--- config.mk ---
export PLATFORM = sky130hd
export DESIGN_NAME = math_expression_lexer
export DESIGN_NICKNAME = d
export VERILOG_FILES = /design/src/rtl/mel_pkg.sv /design/src/rtl/math_expression_lexer.sv /design/src/rtl/mel_datapath.sv /design/src/rtl/mel_ctrl.sv
export VERILOG_INCLUDE_DIRS = /design/src /design/src/rtl
export SDC_FILE = /design/constraint.sdc
export NUM_CORES = 1
export LEC_CHECK = 0
export BUFFER_PORTS_ARGS = -buffer_cell sky130_fd_sc_hd__buf_2
export CORE_AREA = 2 2 246 248
export CTS_BUF_LIST = sky130_fd_sc_hd__clkbuf_4 sky130_fd_sc_hd__clkbuf_8 sky130_fd_sc_hd__clkbuf_16
export DETAILED_ROUTE_END_ITERATION = 10
export DIE_AREA = 0 0 248 250
export GPL_TIMING_DRIVEN = 1
export PLACE_DENSITY = 0.36
export SETUP_SLACK_MARGIN = 0.4
export SLEW_MARGIN = 20
export SYNTH_ARGS = -nofsm -noshare
export SYNTH_HDL_FRONTEND = slang
export SYNTH_HIERARCHICAL = 1
export SYNTH_SLANG_ARGS = --single-unit
--- constraint.sdc ---
create_clock -name clk_i -period 8.61 [get_ports clk_i]
set_clock_uncertainty 0.1 [all_clocks]
set_input_delay 0.4305 -clock clk_i [delete_from_list [all_inputs] [get_ports clk_i]]
set_output_delay 0.4305 -clock clk_i [all_outputs]
set_load 0.02 [all_outputs]
--- src/rtl/math_expression_lexer_assert.svh ---
// Assertion macros for the expression lexer.
// Used by the top level; no other dependencies.
`ifndef MATH_EXPRESSION_LEXER_ASSERT_SVH
`define MATH_EXPRESSION_LEXER_ASSERT_SVH

// same-cycle implication, disabled during reset
`define MEL_ASSERT_NOW(label, clk, rst_n, ante, cons) \
  label: assert property (@(posedge clk) disable iff (!(rst_n)) (ante) |-> (cons)) \
    else $error("lexer assertion failed");

// next-cycle implication, disabled during reset
`define MEL_ASSERT_NEXT(label, clk, rst_n, ante, cons) \
  label: assert property (@(posedge clk) disable iff (!(rst_n)) (ante) |=> (cons)) \
    else $error("lexer assertion failed");

`endif

--- src/rtl/mel_pkg.sv ---
// Shared types, constants and character classifier of the expression lexer.
// No dependencies.
`default_nettype none

package mel_pkg;

  localparam int TOKEN_CHARS = 16;
  localparam int STORE_DEPTH = 16;
  localparam int IDX_W       = $clog2(STORE_DEPTH);
  localparam int CNT_W       = IDX_W + 1;

  localparam logic [2:0] K_LITERAL  = 3'd0;
  localparam logic [2:0] K_VARIABLE = 3'd1;
  localparam logic [2:0] K_OPERATOR = 3'd2;
  localparam logic [2:0] K_FUNCTION = 3'd3;
  localparam logic [2:0] K_LPAREN   = 3'd4;
  localparam logic [2:0] K_RPAREN   = 3'd5;
  localparam logic [2:0] K_DELIM    = 3'd6;

  localparam logic [7:0] CH_STAR   = 8'h2A;
  localparam logic [7:0] CH_PLUS   = 8'h2B;
  localparam logic [7:0] CH_MINUS  = 8'h2D;
  localparam logic [7:0] CH_SLASH  = 8'h2F;
  localparam logic [7:0] CH_CARET  = 8'h5E;
  localparam logic [7:0] CH_LPAREN = 8'h28;
  localparam logic [7:0] CH_RPAREN = 8'h29;
  localparam logic [7:0] CH_COMMA  = 8'h2C;
  localparam logic [7:0] CH_DOT    = 8'h2E;

  typedef enum logic [2:0] {
    CLS_DIGIT,
    CLS_LETTER,
    CLS_OP,
    CLS_LPAREN,
    CLS_RPAREN,
    CLS_COMMA,
    CLS_OTHER
  } cls_e;

  typedef enum logic [1:0] {
    SRC_NUM,
    SRC_LET,
    SRC_STAR,
    SRC_SELF
  } src_e;

  typedef struct packed {
    logic             accept;
    logic             load;
    src_e             src;
    logic [2:0]       kind;
    logic [IDX_W-1:0] idx;
    logic             tok_end;
    logic             run_last;
    logic             clr_num;
    logic             clr_let;
    logic             clr_ovf;
  } cmd_t;

  typedef struct packed {
    cls_e             cls;
    logic [CNT_W-1:0] num_cnt;
    logic [CNT_W-1:0] let_cnt;
    logic             slot_free;
  } sts_t;

  function automatic cls_e classify(input logic [7:0] ch);
    cls_e c;
    c = CLS_OTHER;
    if ((ch >= 8'h30 && ch <= 8'h39) || ch == CH_DOT) c = CLS_DIGIT;
    else if ((ch >= 8'h61 && ch <= 8'h7A) || (ch >= 8'h41 && ch <= 8'h5A)) c = CLS_LETTER;
    else if (ch == CH_PLUS || ch == CH_MINUS || ch == CH_STAR ||
             ch == CH_SLASH || ch == CH_CARET) c = CLS_OP;
    else if (ch == CH_LPAREN) c = CLS_LPAREN;
    else if (ch == CH_RPAREN) c = CLS_RPAREN;
    else if (ch == CH_COMMA) c = CLS_COMMA;
    return c;
  endfunction

endpackage

`default_nettype wire

--- src/rtl/math_expression_lexer.sv ---
// Expression lexer: one input item per character, one result per token character.
// An item is taken while the controller is idle; its results pass the phase register
// and then the output register. Each item gives R results (0..48), and the controller
// emits one result per cycle while the output is not stalled, input stalled meanwhile.
// Reset (rst_ni low, async): counts, overflow flag, controller and output valid clear;
// store contents are not cleared. Uses mel_pkg, mel_ctrl, mel_datapath.
`default_nettype none

`include "math_expression_lexer_assert.svh"

module math_expression_lexer (
  input  wire logic       clk_i,
  input  wire logic       rst_ni,
  input  wire logic       in_valid_i,
  output logic            in_stall_o,
  input  wire logic [7:0] in_char_i,
  input  wire logic       is_end_i,
  output logic            out_valid_o,
  input  wire logic       out_stall_i,
  output logic [2:0]      token_kind_o,
  output logic [7:0]      token_char_o,
  output logic            token_end_o,
  output logic            run_last_o,
  output logic            truncated_o
);
  import mel_pkg::*;

  cmd_t cmd;
  sts_t sts;

  mel_ctrl u_ctrl (
    .clk_i      (clk_i),
    .rst_ni     (rst_ni),
    .in_valid_i (in_valid_i),
    .is_end_i   (is_end_i),
    .in_stall_o (in_stall_o),
    .sts_i      (sts),
    .cmd_o      (cmd)
  );

  mel_datapath u_dp (
    .clk_i        (clk_i),
    .rst_ni       (rst_ni),
    .in_char_i    (in_char_i),
    .cmd_i        (cmd),
    .sts_o        (sts),
    .out_stall_i  (out_stall_i),
    .out_valid_o  (out_valid_o),
    .token_kind_o (token_kind_o),
    .token_char_o (token_char_o),
    .token_end_o  (token_end_o),
    .run_last_o   (run_last_o),
    .truncated_o  (truncated_o)
  );

  `MEL_ASSERT_NOW(a_no_accept_while_emit, clk_i, rst_ni, cmd.accept, !cmd.load)
  `MEL_ASSERT_NEXT(a_reopen_after_last, clk_i, rst_ni, cmd.load && cmd.run_last, !in_stall_o)
  `MEL_ASSERT_NOW(a_flush_nonempty, clk_i, rst_ni, cmd.clr_num, sts.num_cnt != '0)
  `MEL_ASSERT_NEXT(a_emit_shows, clk_i, rst_ni, cmd.load, out_valid_o)

endmodule

`default_nettype wire

--- src/rtl/mel_datapath.sv ---
// Datapath of the expression lexer: number and letter stores, counts,
// overflow flag, captured character and output register. Uses mel_pkg.
`default_nettype none

module mel_datapath (
  input  wire logic          clk_i,
  input  wire logic          rst_ni,
  input  wire logic [7:0]    in_char_i,
  input  wire mel_pkg::cmd_t cmd_i,
  output mel_pkg::sts_t      sts_o,
  input  wire logic          out_stall_i,
  output logic               out_valid_o,
  output logic [2:0]         token_kind_o,
  output logic [7:0]         token_char_o,
  output logic               token_end_o,
  output logic               run_last_o,
  output logic               truncated_o
);
  import mel_pkg::*;

  logic [7:0]       num_mem_q [STORE_DEPTH];
  logic [7:0]       let_mem_q [STORE_DEPTH];
  logic [CNT_W-1:0] num_cnt_q, num_cnt_d;
  logic [CNT_W-1:0] let_cnt_q, let_cnt_d;
  logic             ovf_q, ovf_d;
  logic [7:0]       char_q;
  logic             out_valid_q, out_valid_d;
  logic [2:0]       kind_q;
  logic [7:0]       tchar_q, tchar_d;
  logic             tend_q, rlast_q, trunc_q;
  cls_e             in_cls;
  logic             num_full, let_full;

  assign in_cls   = classify(in_char_i);
  assign num_full = (num_cnt_q >= CNT_W'(TOKEN_CHARS));
  assign let_full = (let_cnt_q >= CNT_W'(TOKEN_CHARS));

  always_comb begin
    num_cnt_d = num_cnt_q;
    let_cnt_d = let_cnt_q;
    ovf_d     = ovf_q;
    if (cmd_i.accept && in_cls == CLS_DIGIT) begin
      if (num_full) ovf_d = 1'b1;
      else num_cnt_d = num_cnt_q + CNT_W'(1);
    end
    if (cmd_i.accept && in_cls == CLS_LETTER) begin
      if (let_full) ovf_d = 1'b1;
      else let_cnt_d = let_cnt_q + CNT_W'(1);
    end
    if (cmd_i.clr_num) num_cnt_d = '0;
    if (cmd_i.clr_let) let_cnt_d = '0;
    if (cmd_i.clr_ovf) ovf_d = 1'b0;
  end

  always_comb begin
    unique case (cmd_i.src)
      SRC_NUM:  tchar_d = num_mem_q[cmd_i.idx];
      SRC_LET:  tchar_d = let_mem_q[cmd_i.idx];
      SRC_STAR: tchar_d = CH_STAR;
      SRC_SELF: tchar_d = char_q;
      default:  tchar_d = char_q;
    endcase
  end

  always_comb begin
    out_valid_d = out_valid_q;
    if (cmd_i.load) out_valid_d = 1'b1;
    else if (!out_stall_i) out_valid_d = 1'b0;
  end

  always_ff @(posedge clk_i or negedge rst_ni) begin
    if (!rst_ni) begin
      num_cnt_q   <= '0;
      let_cnt_q   <= '0;
      ovf_q       <= 1'b0;
      out_valid_q <= 1'b0;
    end else begin
      num_cnt_q   <= num_cnt_d;
      let_cnt_q   <= let_cnt_d;
      ovf_q       <= ovf_d;
      out_valid_q <= out_valid_d;
    end
  end

  // stores and payload: no reset
  always_ff @(posedge clk_i) begin
    if (cmd_i.accept) char_q <= in_char_i;
    if (cmd_i.accept && in_cls == CLS_DIGIT && !num_full) begin
      num_mem_q[num_cnt_q[IDX_W-1:0]] <= in_char_i;
    end
    if (cmd_i.accept && in_cls == CLS_LETTER && !let_full) begin
      let_mem_q[let_cnt_q[IDX_W-1:0]] <= in_char_i;
    end
    if (cmd_i.load) begin
      kind_q  <= cmd_i.kind;
      tchar_q <= tchar_d;
      tend_q  <= cmd_i.tok_end;
      rlast_q <= cmd_i.run_last;
      trunc_q <= ovf_q;
    end
  end

  assign sts_o.cls       = in_cls;
  assign sts_o.num_cnt   = num_cnt_q;
  assign sts_o.let_cnt   = let_cnt_q;
  assign sts_o.slot_free = !out_valid_q || !out_stall_i;

  assign out_valid_o  = out_valid_q;
  assign token_kind_o = kind_q;
  assign token_char_o = tchar_q;
  assign token_end_o  = tend_q;
  assign run_last_o   = rlast_q;
  assign truncated_o  = trunc_q;

endmodule

`default_nettype wire

--- src/rtl/mel_ctrl.sv ---
// Controller of the expression lexer: plans the flush phases of an item and
// steps through them one result per cycle while the output can take one. Uses mel_pkg.
`default_nettype none

module mel_ctrl (
  input  wire logic          clk_i,
  input  wire logic          rst_ni,
  input  wire logic          in_valid_i,
  input  wire logic          is_end_i,
  output logic               in_stall_o,
  input  wire mel_pkg::sts_t sts_i,
  output mel_pkg::cmd_t      cmd_o
);
  import mel_pkg::*;

  // phase codes, in emission order
  localparam logic [2:0] S_IDLE = 3'd0;
  localparam logic [2:0] S_LETA = 3'd1; // letters before number: ')' or function name
  localparam logic [2:0] S_NUM  = 3'd2;
  localparam logic [2:0] S_STAR = 3'd3;
  localparam logic [2:0] S_LETB = 3'd4;
  localparam logic [2:0] S_SELF = 3'd5;
  localparam logic [2:0] S_ENUM = 3'd6;
  localparam logic [2:0] S_ELET = 3'd7;

  logic [2:0]       state_q, state_d;
  logic [6:0]       mask_q, mask_d;
  logic [IDX_W-1:0] idx_q, idx_d;
  logic             star_q, star_d;
  logic             end_q, end_d;
  cls_e             cls_q, cls_d;

  logic             n_nz, l_nz, c_op, c_lp, c_rp, c_cm, c_dig, c_let, c_oth;
  logic [6:0]       mask_new;
  logic             none_above;
  logic             num_last, let_last, fin, use_num, fn_mode;
  logic [2:0]       self_kind;

  function automatic logic [2:0] next_phase(input logic [6:0] m, input logic [2:0] cur);
    logic [2:0] nx;
    nx = S_IDLE;
    for (int i = 7; i >= 1; i--) begin
      if (m[i-1] && 3'(i) > cur) nx = 3'(i);
    end
    return nx;
  endfunction

  assign n_nz  = (sts_i.num_cnt != '0);
  assign l_nz  = (sts_i.let_cnt != '0);
  assign c_op  = (sts_i.cls == CLS_OP);
  assign c_lp  = (sts_i.cls == CLS_LPAREN);
  assign c_rp  = (sts_i.cls == CLS_RPAREN);
  assign c_cm  = (sts_i.cls == CLS_COMMA);
  assign c_dig = (sts_i.cls == CLS_DIGIT);
  assign c_let = (sts_i.cls == CLS_LETTER);
  assign c_oth = (sts_i.cls == CLS_OTHER);

  // which phases the incoming item will run, given the counts it meets
  always_comb begin
    mask_new[S_LETA-1] = (c_rp || c_lp) && l_nz;
    mask_new[S_NUM-1]  = ((c_op || c_cm || c_rp || c_let) && n_nz) || (c_lp && !l_nz && n_nz);
    mask_new[S_STAR-1] = (c_let && n_nz) || (c_lp && !l_nz && n_nz);
    mask_new[S_LETB-1] = (c_op || c_cm) && l_nz;
    mask_new[S_SELF-1] = c_op || c_lp || c_rp || c_cm;
    mask_new[S_ENUM-1] = is_end_i && (c_dig || (c_lp && l_nz && n_nz) || (c_oth && n_nz));
    mask_new[S_ELET-1] = is_end_i && (c_let || ((c_dig || c_oth) && l_nz));
  end

  assign none_above = ((mask_q >> state_q) == 7'd0);
  assign num_last   = ((CNT_W'(idx_q) + CNT_W'(1)) == sts_i.num_cnt);
  assign let_last   = ((CNT_W'(idx_q) + CNT_W'(1)) == sts_i.let_cnt);
  assign fn_mode    = (state_q == S_LETA) && (cls_q == CLS_LPAREN);
  assign use_num    = (state_q == S_NUM) || (state_q == S_ENUM);

  always_comb begin
    unique case (cls_q)
      CLS_LPAREN: self_kind = K_LPAREN;
      CLS_RPAREN: self_kind = K_RPAREN;
      CLS_COMMA:  self_kind = K_DELIM;
      default:    self_kind = K_OPERATOR;
    endcase
  end

  always_comb begin
    state_d = state_q;
    mask_d  = mask_q;
    idx_d   = idx_q;
    star_d  = star_q;
    end_d   = end_q;
    cls_d   = cls_q;
    fin     = 1'b0;
    cmd_o   = '0;
    cmd_o.src = SRC_NUM;
    cmd_o.idx = idx_q;

    if (state_q == S_IDLE) begin
      if (in_valid_i) begin
        cmd_o.accept = 1'b1;
        mask_d  = mask_new;
        cls_d   = sts_i.cls;
        end_d   = is_end_i;
        idx_d   = '0;
        star_d  = 1'b0;
        state_d = next_phase(mask_new, S_IDLE);
        if (mask_new == 7'd0 && is_end_i) cmd_o.clr_ovf = 1'b1;
      end
    end else if (sts_i.slot_free) begin
      cmd_o.load = 1'b1;
      if (use_num) begin
        cmd_o.src      = SRC_NUM;
        cmd_o.kind     = K_LITERAL;
        cmd_o.tok_end  = num_last;
        fin            = num_last;
        cmd_o.clr_num  = num_last;
        idx_d          = idx_q + IDX_W'(1);
      end else if (state_q == S_STAR) begin
        cmd_o.src     = SRC_STAR;
        cmd_o.kind    = K_OPERATOR;
        cmd_o.tok_end = 1'b1;
        fin           = 1'b1;
      end else if (state_q == S_SELF) begin
        cmd_o.src     = SRC_SELF;
        cmd_o.kind    = self_kind;
        cmd_o.tok_end = 1'b1;
        fin           = 1'b1;
      end else if (fn_mode) begin
        cmd_o.src     = SRC_LET;
        cmd_o.kind    = K_FUNCTION;
        cmd_o.tok_end = let_last;
        fin           = let_last;
        cmd_o.clr_let = let_last;
        idx_d         = idx_q + IDX_W'(1);
      end else if (star_q) begin
        // '*' between single-letter variables
        cmd_o.src     = SRC_STAR;
        cmd_o.kind    = K_OPERATOR;
        cmd_o.tok_end = 1'b1;
        star_d        = 1'b0;
        idx_d         = idx_q + IDX_W'(1);
      end else begin
        cmd_o.src     = SRC_LET;
        cmd_o.kind    = K_VARIABLE;
        cmd_o.tok_end = 1'b1;
        fin           = let_last;
        cmd_o.clr_let = let_last;
        star_d        = !let_last;
      end

      cmd_o.run_last = fin && none_above;
      if (fin) begin
        idx_d   = '0;
        star_d  = 1'b0;
        state_d = next_phase(mask_q, state_q);
        if (none_above && end_q) cmd_o.clr_ovf = 1'b1;
      end
    end
  end

  always_ff @(posedge clk_i or negedge rst_ni) begin
    if (!rst_ni) begin
      state_q <= S_IDLE;
      mask_q  <= '0;
      idx_q   <= '0;
      star_q  <= 1'b0;
      end_q   <= 1'b0;
      cls_q   <= CLS_OTHER;
    end else begin
      state_q <= state_d;
      mask_q  <= mask_d;
      idx_q   <= idx_d;
      star_q  <= star_d;
      end_q   <= end_d;
      cls_q   <= cls_d;
    end
  end

  assign in_stall_o = (state_q != S_IDLE);

endmodule

`default_nettype wire

==> metrics.md, run 1 <==
| Metric | Value |
|---|---|
| Status | finished, final reports clean |
| CP Capture Type | flop |
| Slew @ Worst Pin | 1.02 ns |
| # diodes | 0 |
| FF+latch area | 9110 sq um |
| Fin crit period | 4.14 ns |
| Fin Setup TNS | 0 ns |
| Syn Std Cell Area | 13500 sq um |
| Max cap viols | 0 |
| Switch Pwr | 1.56 mW |
| Worst EP required | 8.69 ns |
| Drt pass-1 iters | 7 |
| Leak | 5.08 nW |
| Main synth FF type | edfxtp_1 |
| Htree depth | 2 |
| Largest net degree at the start of global routing | 51 |
| Final Hold Fails | 0 |
| Total wire length | 37300 um |
| PnR worst setup slack | 4.47 ns |
| Clock share of power | 0.337 |
| Syn Nets | 896 |
| DRC viols | 0 |
| Syn_area_per_cell | 15.5 sq um |
| Total track usage | 0.123 |
| Layout cell share with drive strength beyond 1 | 0.182 |
| Async SR Flop Fraction | 0.0974 |
| Comb power frac | 0.260 |
| Die ar. | 62000 sq um |
| Core area | 59600 sq um |
| First-pass GRT wire length | 55300 um |
| Worst slew margin | 0.315 |
| Clock-pin slew on the worst setup and hold paths | 0.05 ns |
| Min Hold Slack | 0.194 ns |
| PortBufs | 28 |
| Deepest clock path buffer count | 3 |
| Count of final setup violators | 0 |
| IO Pins | 29 |
| Period utilisation layout | 0.481 |
| Die X-Extent | 248 um |
| Area after DPL | 14500 sq um |
| # fillers | 6022 |
| Site row count | 90 |
| Area Growth Syn to Fin | 16.8% |
| Post-route cell area | 15800 sq um |
| Critical setup path kind | reg2reg |
| Syn Inst Count | 874 |
| Vias | 7629 |
| Peak Freq | 241 MHz |
| Seq/Total Area, Yosys | 0.673 |
| Place WS | 4.39 ns |
| CP Data Arrival Time | 4.22 ns |
| Antenna violations before repair | 2 |
| CP Max Fanout | 23 |
| Synth unique cells | 73 |
| CTS tree | yes |
| Final net count | 934 |
| CP startpoint kind | flop |
| Clock Sinks | 308 |
| Initial Util | 0.227 |
| Max Slew Vio Count | 0 |
| Switching share of power | 0.329 |
| Vias/cell | 4.43 |
| Hpwl dp | 23600 um |
| CTS buffer count | 38 |
| Post-route ant nets | 0 |
| Number of flops mapped to enable cells by yosys | 278 |
| Worst hold-check path type | in2reg |
| Initial DRC count | 496 |
| Worst-case vdd ir drop | 139 uV |
| GPL Wtd Cong | 0.751 |
| Power Density | 301 nW/um^2 |
| Power Internal | 3.19 mW |
| Yosys warns | 6 |
| Vias in the first global route | 7874 |
| Routed WL per cell | 21.6 um |
| #FFs+latches synth | 308 |
| Sequential share of power | 0.403 |
| RSZ-0062 raised after global routing | no |
| Commonest non-fill, non-tap cell in the layout | edfxtp_1 |
| GRT Residual Overflow | 0 |
| Area of the multi-input gates | 4070 sq um |
| DIE HEIGHT | 250 um |
| Root Driver | clkbuf_16 |
| Total power | 4.75 mW |
| Worst-Skew Late Latency | 0.56 ns |
| Commonest non-fill, non-tap cells in the layout | edfxtp_1, mux2i_1, nand2_1, mux4_2, nor2_1 |
-- worst max-delay path, cell delays in order, from the launching register on --
cell and delay [ns]:
dfrtp_1 0.65, nor3_1 0.50, nand2_1 0.34, clkinv_1 0.48, nand2_1 0.19, nor3_2 0.50, nand3_1 0.30, nor2_1 0.70
-- synthesized netlist by cell type (3+ instances only) --
cell       number  area share
nand2_1        51       0.014
a31oi_1        13      0.0060
dfrtp_1        28       0.052
buf_6           4      0.0033
o22ai_1         5      0.0023
nor3b_1         3      0.0017
nand4_1         7      0.0032
o31ai_1         3      0.0017
nand2b_1       14      0.0065
a211oi_1        4      0.0022
o2111ai_1       4      0.0026
o21ai_0        32       0.012
a22o_1          4      0.0026
and2_1         19      0.0088
buf_1           4      0.0011
o21bai_1        4      0.0022
mux4_2         48       0.080
and4b_1         5      0.0037
nor2b_1         9      0.0042
a21o_1          5      0.0028
xor2_1          7      0.0045
edfxtp_1      278        0.62
buf_2          15      0.0056
nor2_1         47       0.013
clkbuf_1       19      0.0053
a22oi_1        17      0.0094
a21oi_1        21      0.0078
xnor2_1        12      0.0078
nor4_1          7      0.0032
nand3_1        13      0.0048
or4_1           3      0.0017
nand3b_1        7      0.0039
nor3_1         10      0.0037
ha_1            9      0.0083
o32ai_1         3      0.0019
and3_1          6      0.0028
inv_1          34      0.0094
mux2i_1        54       0.040
-- worst paths after layout --
| kind | end | slack (ns) | from | cells after the start |
|---|---|---|---|---|
| worst max register to register | u_dp/num_mem_q[12][7]$_DFFE_PP_ | 4.47 | u_ctrl/state_q[1]$_DFFE_PN0P_ | 7 |
| worst max-delay path | u_dp/num_mem_q[12][7]$_DFFE_PP_ | 4.47 | u_ctrl/state_q[1]$_DFFE_PN0P_ | 7 |
| min in group asynchronous | u_dp/out_valid_o$_DFFE_PN0P_ | 0.38 | rst_ni | 2 |
| worst min-delay path | u_ctrl/end_q$_DFFE_PN0P_ | 0.19 | is_end_i | 3 |
| worst min register to register | u_ctrl/end_q$_DFFE_PN0P_ | 0.42 | u_ctrl/end_q$_DFFE_PN0P_ | 2 |
| max in group asynchronous | u_ctrl/idx_q[0]$_DFFE_PN0P_ | 7.45 | rst_ni | 2 |
-- layout make-up --
cell class / count / share of cell area
inverters: 35 / 0.00832
flip-flops and latches: 308 / 0.577
well taps: 782 / 0.0620
multi-input cells: 486 / 0.257
clock inverters: 26 / 0.0162
repair buffers: 43 / 0.0162
clock buffers: 44 / 0.0631
-- sequential cells by signal, indices dropped and copies added (netlist names), 3 cells and up --
register           flops
u_dp/num_mem_q       128
u_dp/char_q            8
u_dp/token_kind_o      3
u_dp/let_cnt_q         5
u_dp/token_char_o      8
u_dp/let_mem_q       128
u_ctrl/idx_q           4
u_ctrl/state_q         3
u_ctrl/cls_q           3
u_ctrl/mask_q          6
u_dp/num_cnt_q         5
-- what timing repair did --
item,in CTS,in global routing
resized for setup,0,0
endpoints found under the hold margin,28,0
endpoints found under the setup margin,0,0
hold buffers,1,0
setup buffers,0,0
-- routing by layer --
layer  routed length [um]  vias to the layer above  GRT usage
met5                   31                        -          0
met4                  826                        4     0.0405
met3                 1510                       55     0.0220
met2                16900                      159      0.185
met1                18100                     3916      0.176
li1                     -                     3495          -
-- power groups by stage --
stage / clock network [mW] / registers (mW) / logic, mW
2_1_floorplan: 0 / 1.87 / 0.863
3_3_place_gp: 0 / 1.95 / 1.26
3_5_place_dp: 0 / 1.95 / 1.24
4_1_cts: 1.65 / 1.92 / 1.25
5_1_grt: 1.71 / 1.93 / 1.35
6_report: 1.60 / 1.91 / 1.24
-- per-stage QoR --
stage	std cells	util
4_1_cts	1724	0.265
2_1_floorplan	874	-
5_1_grt	1724	0.265
3_3_place_gp	1653	0.244
6_report	1724	0.265
3_5_place_dp	1653	0.244
-- cell families (layout without fill, tap and decap cells) --
family / after synthesis / count (layout) / synth area share
XOR/XNOR: 20 / 20 / 0.0141
AO/OA/AOI/OAI: 139 / 139 / 0.0713
AND/OR/NAND/NOR: 213 / 213 / 0.0835
flip-flops: 308 / 308 / 0.673
multiplexers: 104 / 104 / 0.122
buffers and inverters: 80 / 148 / 0.0271
adder cells (fa/ha/maj): 10 / 10 / 0.00907
No activity file was read; power rests on OpenSTA's default activity.
==> inputs of run 2 (changes only) <==
--- a/config.mk
+++ b/config.mk
@@ -6,13 +6,14 @@
 export SDC_FILE = /design/constraint.sdc
 export NUM_CORES = 1
 export LEC_CHECK = 0
+export ABC_AREA = 1
 export BUFFER_PORTS_ARGS = -buffer_cell sky130_fd_sc_hd__buf_2
-export CORE_AREA = 2 2 246 248
+export CORE_AREA = 2 2 252 254
 export CTS_BUF_LIST = sky130_fd_sc_hd__clkbuf_4 sky130_fd_sc_hd__clkbuf_8 sky130_fd_sc_hd__clkbuf_16
 export DETAILED_ROUTE_END_ITERATION = 10
-export DIE_AREA = 0 0 248 250
+export DIE_AREA = 0 0 254 256
 export GPL_TIMING_DRIVEN = 1
-export PLACE_DENSITY = 0.36
+export PLACE_DENSITY = 0.38
 export SETUP_SLACK_MARGIN = 0.4
 export SLEW_MARGIN = 20
 export SYNTH_ARGS = -nofsm -noshare
==> constraint.sdc (replaced) <==
create_clock -name clk_i -period 3.68 [get_ports clk_i]
set_clock_uncertainty 0.1 [all_clocks]
set_input_delay 0.184 -clock clk_i [delete_from_list [all_inputs] [get_ports clk_i]]
set_output_delay 0.184 -clock clk_i [all_outputs]
set_load 0.02 [all_outputs]
==> metrics.md, run 2 <==
| Metric | Value |
|---|---|
| CP Cell Sequence | nor2_2, inv_2, nor2_8, nand2_4, inv_2, nand4_2, inv_2, nand2_4, nor2_1 (was nor3_1, nand2_1, clkinv_1, nand2_1, nor3_2, nand3_1, nor2_1) |
| Drt pass-1 iters | 5 (was 7) |
| Syn Inst Count | 1458 (was 874) |
| # diodes | 0 (unchanged) |
| Hpwl dp | 27800 um (was 23600 um) |
| Commonest non-fill, non-tap cell in the layout | nand2_1 (was edfxtp_1) |
| Fin Setup TNS | 0 ns (unchanged) |
| PortBufs | 28 (unchanged) |
| Worst-case vdd ir drop | 312 uV (was 139 uV) |
| IO Pins | 29 (unchanged) |
| Max Slew Vio Count | 0 (unchanged) |
| # fillers | 6688 (was 6022) |
| Htree depth | 2 (unchanged) |
| CP max-delay cell | nor2_1 (unchanged) |
| Leak | 6.75 nW (was 5.08 nW) |
| GRT Residual Overflow | 0 (unchanged) |
| Layout Utilization | 0.268 (was 0.265) |
| RSZ-0062 raised after global routing | no (unchanged) |
| Area leader, netlist | edfxtp_1 (unchanged) |
| CP Data Arrival Time | 3.01 ns (was 4.22 ns) |
| First-pass GRT wire length | 64300 um (was 55300 um) |
| Count of final setup violators | 0 (unchanged) |
| Antenna violations before repair | 1 (was 2) |
| DRC viols | 0 (unchanged) |
| Most common cell in the netlist | nand2_1 (was edfxtp_1) |
| Final Non-Filler Cells | 2384 (was 1724) |
| Worst slew margin | 0.305 (was 0.315) |
| Area after DPL | 15400 sq um (was 14500 sq um) |
| Total track usage | 0.133 (was 0.123) |
| Syn Nets | 1480 (was 896) |
| Power Density | 705 nW/um^2 (was 301 nW/um^2) |
| Status | finished, final reports clean (unchanged) |
| CP peak stage delay | 0.57 ns (was 0.70 ns) |
| Vias/cell | 4.22 (was 4.43) |
| Seq/Total Area, Yosys | 0.641 (was 0.673) |
| Post-route ant nets | 0 (unchanged) |
| Final net count | 1532 (was 934) |
| Die X-Extent | 254 um (was 248 um) |
| Clock-pin slew on the worst setup and hold paths | 0.06 ns (was 0.05 ns) |
| Async SR Flop Fraction | 0.100 (was 0.0974) |
| Peak Freq | 342 MHz (was 241 MHz) |
| GPL Wtd Cong | 0.795 (was 0.751) |
| Post-route cell area | 16700 sq um (was 15800 sq um) |
| CP Capture Type | flop (unchanged) |
| Most frequent cells after synthesis | nand2_1, edfxtp_1, nand3_1 (was edfxtp_1, mux2i_1, nand2_1) |
| Largest net degree at the start of global routing | 71 (was 51) |
| Yosys warns | 6 (unchanged) |
| PnR worst setup slack | 0.760 ns (was 4.47 ns) |
| Root Driver | clkbuf_16 (unchanged) |
| Number of flops mapped to enable cells by yosys | 278 (unchanged) |
| Initial Util | 0.228 (was 0.227) |
| Top cell type's share of synthesized area | 0.586 (was 0.617) |
| #FFs+latches synth | 309 (was 308) |
| Max cap viols | 0 (unchanged) |
| Setup bufs post-CTS | 0 (unchanged) |
| Synth area leaders | edfxtp_1, nand2_1, nand3_1 (was edfxtp_1, mux4_2, dfrtp_1) |
| Synth unique cells | 43 (was 73) |
| Syn_area_per_cell | 9.77 sq um (was 15.5 sq um) |
| Critical setup path kind | reg2reg (unchanged) |
| Worst hold-check path type | in2async (was in2reg) |
| Worst EP required | 3.77 ns (was 8.69 ns) |
| CP Max Fanout | 18 (was 23) |
| Syn Std Cell Area | 14200 sq um (was 13500 sq um) |
| Min Hold Slack | 0.138 ns (was 0.194 ns) |
| Placed cells | 2308 (was 1653) |
| Slew @ Worst Pin | 1.04 ns (was 1.02 ns) |
| Top cell by count, worst path | inv_2 (was nand2_1) |
| Area Growth Syn to Fin | 17.4% (was 16.8%) |
| CP startpoint kind | flop (unchanged) |
| Period utilisation layout | 0.793 (was 0.481) |
| Reg2Reg Depth | 9 (was 7) |
| Commonest non-fill, non-tap cells in the layout | nand2_1, edfxtp_1, nand3_1, inv_1, nor2_1 (was edfxtp_1, mux2i_1, nand2_1, mux4_2, nor2_1) |
| CTS buffer count | 37 (was 38) |
| Site row count | 92 (was 90) |
| Vias | 10100 (was 7629) |
| Die ar. | 65000 sq um (was 62000 sq um) |
| Fin crit period | 2.92 ns (was 4.14 ns) |
| Main synth FF type | edfxtp_1 (unchanged) |
| DIE HEIGHT | 256 um (was 250 um) |
| Deepest clock path buffer count | 3 (unchanged) |
| Layout cell share with drive strength beyond 1 | 0.113 (was 0.182) |
| Routed WL per cell | 17.9 um (was 21.6 um) |
| CTS tree | yes (unchanged) |
| Post-CTS Hold Buffers | 9 (was 1) |
| Clock Sinks | 309 (was 308) |
| Area of the multi-input gates | 4170 sq um (was 4070 sq um) |
| CTS resizes | 0 (unchanged) |
| FF+latch area | 9130 sq um (was 9110 sq um) |
| Total power | 11.8 mW (was 4.75 mW) |
| Vias in the first global route | 9974 (was 7874) |
| Final Hold Fails | 0 (unchanged) |
| Initial DRC count | 721 (was 496) |
| Total wire length | 42700 um (was 37300 um) |
| Core area | 62400 sq um (was 59600 sq um) |
| Worst-Skew Late Latency | 0.56 ns (about the same) |
| Place WS | 0.742 ns (was 4.39 ns) |
run 2: cell count changes in the layout (fill, tap and decap cells not counted), sizes merged, moves of 48 or more:
cell and change:
mux2i -54, nand3 +205, mux4 -48, inv +135
nor2 +63, nand2 +426
run 2: logic make-up after synthesis:
family          Yosys count  synth area share
simple gates            828             0.251
flops                   309             0.641
buf+inv                 232            0.0667
compound gates           72            0.0285
fa+ha+maj                 9           0.00790
xor+xnor                  8           0.00492
run 2: final cells by class:
cell class / instances / share of cell area
sequential: 309 / 0.546
multi-input combinational: 917 / 0.249
tap: 846 / 0.0633
clock buffer: 48 / 0.0618
inverter: 176 / 0.0400
timing repair buffer: 69 / 0.0296
clock inverter: 19 / 0.00980
run 2: power breakdown:
group / switching (mW) / internal [mW] / total, mW
combinational: 2.79 / 1.08 / 3.87
clock: 1.47 / 2.13 / 3.60
sequential: 0.211 / 4.11 / 4.32
total: 4.48 / 7.32 / 11.8
run 2: worst paths after layout:
check | start | slack [ns] | endpoint
max | u_ctrl/state_q[2]$_DFFE_PN0P_ | 0.76 | u_dp/let_mem_q[12][6]$_DFFE_PP_
max in group asynchronous | rst_ni | 2.76 | u_ctrl/idx_q[0]$_DFFE_PN0P_
max reg2reg | u_ctrl/state_q[2]$_DFFE_PN0P_ | 0.76 | u_dp/let_mem_q[12][6]$_DFFE_PP_
min reg2reg | u_dp/ovf_q$_DFF_PN0_ | 0.35 | u_dp/truncated_o$_DFFE_PP_
min in group clk_i | in_char_i[1] | 0.15 | u_dp/num_cnt_q[1]$_DFFE_PN0P_
min | rst_ni | 0.14 | u_ctrl/mask_q[6]$_DFFE_PN0P_
run 2: per-layer routing:
layer,track usage,up-vias,part of all wire,wire length [um]
met4,0.0281,0,0.017,720
li1,-,4931,-,-
met5,0,-,0,0
met3,0.0249,49,0.044,1870
met2,0.217,207,0.47,20100
met1,0.182,4882,0.47,20100
run 2: critical path, delay by kind of cell (launching register included):
| family | cells | cell delay, ns |
|---|---|---|
| DFF | 1 | 0.43 |
| buffers and inverters | 3 | 0.57 |
| and+or+nand+nor | 6 | 1.45 |
==> inputs of run 3 (changes only) <==
--- a/config.mk
+++ b/config.mk
@@ -6,14 +6,14 @@
 export SDC_FILE = /design/constraint.sdc
 export NUM_CORES = 1
 export LEC_CHECK = 0
-export ABC_AREA = 1
+export ABC_AREA = 0
 export BUFFER_PORTS_ARGS = -buffer_cell sky130_fd_sc_hd__buf_2
-export CORE_AREA = 2 2 252 254
+export CORE_AREA = 2 2 246 248
 export CTS_BUF_LIST = sky130_fd_sc_hd__clkbuf_4 sky130_fd_sc_hd__clkbuf_8 sky130_fd_sc_hd__clkbuf_16
 export DETAILED_ROUTE_END_ITERATION = 10
-export DIE_AREA = 0 0 254 256
+export DIE_AREA = 0 0 248 250
 export GPL_TIMING_DRIVEN = 1
-export PLACE_DENSITY = 0.38
+export PLACE_DENSITY = 0.37
 export SETUP_SLACK_MARGIN = 0.4
 export SLEW_MARGIN = 20
 export SYNTH_ARGS = -nofsm -noshare
==> constraint.sdc (replaced) <==
create_clock -name clk_i -period 2.4 [get_ports clk_i]
set_clock_uncertainty 0.1 [all_clocks]
set_input_delay 0.12 -clock clk_i [delete_from_list [all_inputs] [get_ports clk_i]]
set_output_delay 0.12 -clock clk_i [all_outputs]
set_load 0.02 [all_outputs]
==> metrics.md, run 3 (synthesis gave the netlist of run 1 again) <==
| Metric | Value |
|---|---|
| Fin crit period | 2.49 ns (was 2.92 ns) |
| Vias in the first global route | 8601 (was 9974) |
| Routed WL per cell | 20.6 um (was 17.9 um) |
| Layout Utilization | 0.313 (was 0.268) |
| Leak | 6.40 nW (was 6.75 nW) |
| Peak Freq | 401 MHz (was 342 MHz) |
| Final net count | 1141 (was 1532) |
| Place WS | -0.399 ns (was 0.742 ns) |
| Antenna violations before repair | 0 (was 1) |
| Reg2reg start | u_ctrl/idx_q[1]$_DFFE_PN0P_ (was u_ctrl/state_q[2]$_DFFE_PN0P_) |
| Total track usage | 0.128 (was 0.133) |
| Die ar. | 62000 sq um (was 65000 sq um) |
| Initial Util | 0.227 (was 0.228) |
| Slew @ Worst Pin | 0.789 ns (was 1.04 ns) |
| Area after DPL | 16200 sq um (was 15400 sq um) |
| Worst EP required | 2.58 ns (was 3.77 ns) |
| Core area | 59600 sq um (was 62400 sq um) |
| Commonest non-fill, non-tap cell in the layout | edfxtp_1 (was nand2_1) |
| Status | complete, but fails checks (was finished, final reports clean) |
| Total wire length | 39600 um (was 42700 um) |
| Hpwl dp | 26800 um (was 27800 um) |
| Reg2Reg Depth | 7 (was 9) |
| Endpoint of the worst register-to-register path | u_dp/token_char_o[7]$_DFFE_PP_ (was u_dp/let_mem_q[12][6]$_DFFE_PP_) |
| CP Data Arrival Time | 2.67 ns (was 3.01 ns) |
| Initial DRC count | 569 (was 721) |
| Max Slew Vio Count | 0 (unchanged) |
| Hold Startpoint | in_char_i[3] |
| Clock Sinks | 308 (was 309) |
| Clock share of power | 0.280 (was 0.305) |
| Worst-case vdd ir drop | 449 uV (was 312 uV) |
| PnR worst setup slack | -0.0918 ns (was 0.760 ns) |
| Min Hold Slack | 0.0242 ns (was 0.138 ns) |
| Layout cell share with drive strength beyond 1 | 0.425 (was 0.113) |
| Largest net degree at the start of global routing | 41 (was 71) |
| Switching share of power | 0.327 (was 0.379) |
| CTS tree | yes (unchanged) |
| CP Capture Type | flop (unchanged) |
| Sequential share of power | 0.342 (was 0.367) |
| Vias/cell | 4.38 (was 4.22) |
| RSZ-0062 raised after global routing | yes (was no) |
| Htree depth | 2 (unchanged) |
| Power Internal | 12.9 mW (was 7.32 mW) |
| Worst-Skew Late Latency | 0.56 ns (about the same) |
| R2R setup slack | -0.09 ns (was 0.76 ns) |
| Final Hold Fails | 0 (unchanged) |
| GPL Wtd Cong | 0.759 (was 0.795) |
| Post-route ant nets | 0 (unchanged) |
| Worst hold-check path type | in2reg (was in2async) |
| Worst hold path endpoint | u_dp/let_mem_q[13][3]$_DFFE_PP_ |
| Power Density | 1030 nW/um^2 (was 705 nW/um^2) |
| Clock-pin slew on the worst setup and hold paths | 0.06 ns (about the same) |
| CP Max Fanout | 19 (was 18) |
| DIE HEIGHT | 250 um (was 256 um) |
| Deepest clock path buffer count | 3 (unchanged) |
| CTS buffer count | 38 (was 37) |
| Area Growth Syn to Fin | 37.9% (was 17.4%) |
| Vias | 8429 (was 10100) |
| PortBufs | 28 (unchanged) |
| Worst slew margin | 0.474 (was 0.305) |
| CP startpoint kind | flop (unchanged) |
| First-pass GRT wire length | 58300 um (was 64300 um) |
| Comb power frac | 0.378 (was 0.328) |
| Root Driver | clkbuf_16 (unchanged) |
| Die X-Extent | 248 um (was 254 um) |
| Switch Pwr | 6.28 mW (was 4.48 mW) |
| GRT Residual Overflow | 0 (unchanged) |
| Post-route cell area | 18600 sq um (was 16700 sq um) |
| Commonest non-fill, non-tap cells in the layout | edfxtp_1, buf_4, mux2i_1, mux4_2, nand2_1 (was nand2_1, edfxtp_1, nand3_1, inv_1, nor2_1) |
| IO Pins | 29 (unchanged) |
| Worst Hold Path Cells | 3 |
| DRC viols | 0 (unchanged) |
| Period utilisation layout | 1.04 (was 0.793) |
| Site row count | 90 (was 92) |
| Count of final setup violators | 11 (was 0) |
| Drt pass-1 iters | 5 (unchanged) |
| Critical setup path kind | reg2reg (unchanged) |
| Max cap viols | 0 (unchanged) |
| Failing checks | negative setup slack |
-- run 3: cell count changes in the layout (fill, tap and decap cells not counted), sizes merged, moves of 11 or more --
cell,delta
mux4,+48
mux2i,+54
a22oi,+16
nand2b,+14
nand2,-426
nand3,-205
and2,+18
o21ai,-18
a31oi,+11
inv,-137
buf,+183
nor2,-63
-- run 3: power groups by stage --
stage | Clock (mW) | Sequential (mW) | Combinational, mW
6_report | 5.38 | 6.56 | 7.26
2_1_floorplan | 0 | 6.72 | 3.13
3_5_place_dp | 0 | 6.63 | 5.79
5_1_grt | 5.75 | 6.60 | 7.80
4_1_cts | 5.56 | 6.56 | 6.90
3_3_place_gp | 0 | 6.65 | 5.85
-- run 3: layout make-up --
class | count | area (sq um)
repair buffers | 250 | 2470
clock buffers | 47 | 1020
diodes | 1 | 2.50
well taps | 782 | 978
clock inverters | 16 | 138
flip-flops and latches | 308 | 9110
inverters | 35 | 139
fillers | 5845 | 40900
multi-input cells | 486 | 4790
-- run 3: routing by layer --
metal	part of all wire	GRT usage
met3	0.032	0.0210
met1	0.49	0.184
met5	0	0
met2	0.46	0.199
met4	0.020	0.0352
-- run 3: timing repair --
item / in CTS / in global routing
hold endpoints to repair: 82 / 0
buffers inserted: 21 / 21
pin swaps: 43 / 38
setup endpoints to repair: 288 / 296
hold buffers: 7 / 0
gates cloned: 1 / 1
gates resized for setup: 141 / 66
-- run 3: worst max-delay path: stages (launching register included) --
cell and delay (ns):
dfrtp_4 0.48, buf_4 0.17, buf_12 0.16, mux4_2 0.34, mux4_2 0.51, nor2b_1 0.16
a31oi_1 0.14, o21ai_1 0.13
-- run 3: metrics by stage --
stage | total power, mW | TNS, ns | std cells
2_1_floorplan | 9.85 | -5.88 | 874
3_3_place_gp | 12.5 | -52.74 | 1810
3_5_place_dp | 12.4 | -45.08 | 1810
4_1_cts | 19.0 | -0.758 | 1902
5_1_grt | 20.2 | -3.59 | 1924
6_report | 19.2 | -0.489 | 1925
-- run 3: worst max-delay path by stage --
stage / from / endpoint / slack [ns] / cells after the start
global placement: u_ctrl/idx_q[0]$_DFFE_PN0P_ / u_dp/ovf_q$_DFF_PN0_ / -0.43 / 9
global route: u_ctrl/idx_q[0]$_DFFE_PN0P_ / u_ctrl/state_q[1]$_DFFE_PN0P_ / -0.17 / 9
detailed placement: u_ctrl/idx_q[0]$_DFFE_PN0P_ / u_dp/ovf_q$_DFF_PN0_ / -0.40 / 9
floorplan: in_char_i[7] / u_dp/ovf_q$_DFF_PN0_ / -0.15 / 13
finish: u_ctrl/idx_q[1]$_DFFE_PN0P_ / u_dp/token_char_o[7]$_DFFE_PP_ / -0.09 / 7
CTS: u_ctrl/idx_q[0]$_DFFE_PN0P_ / u_dp/token_char_o[7]$_DFFE_PP_ / -0.12 / 6
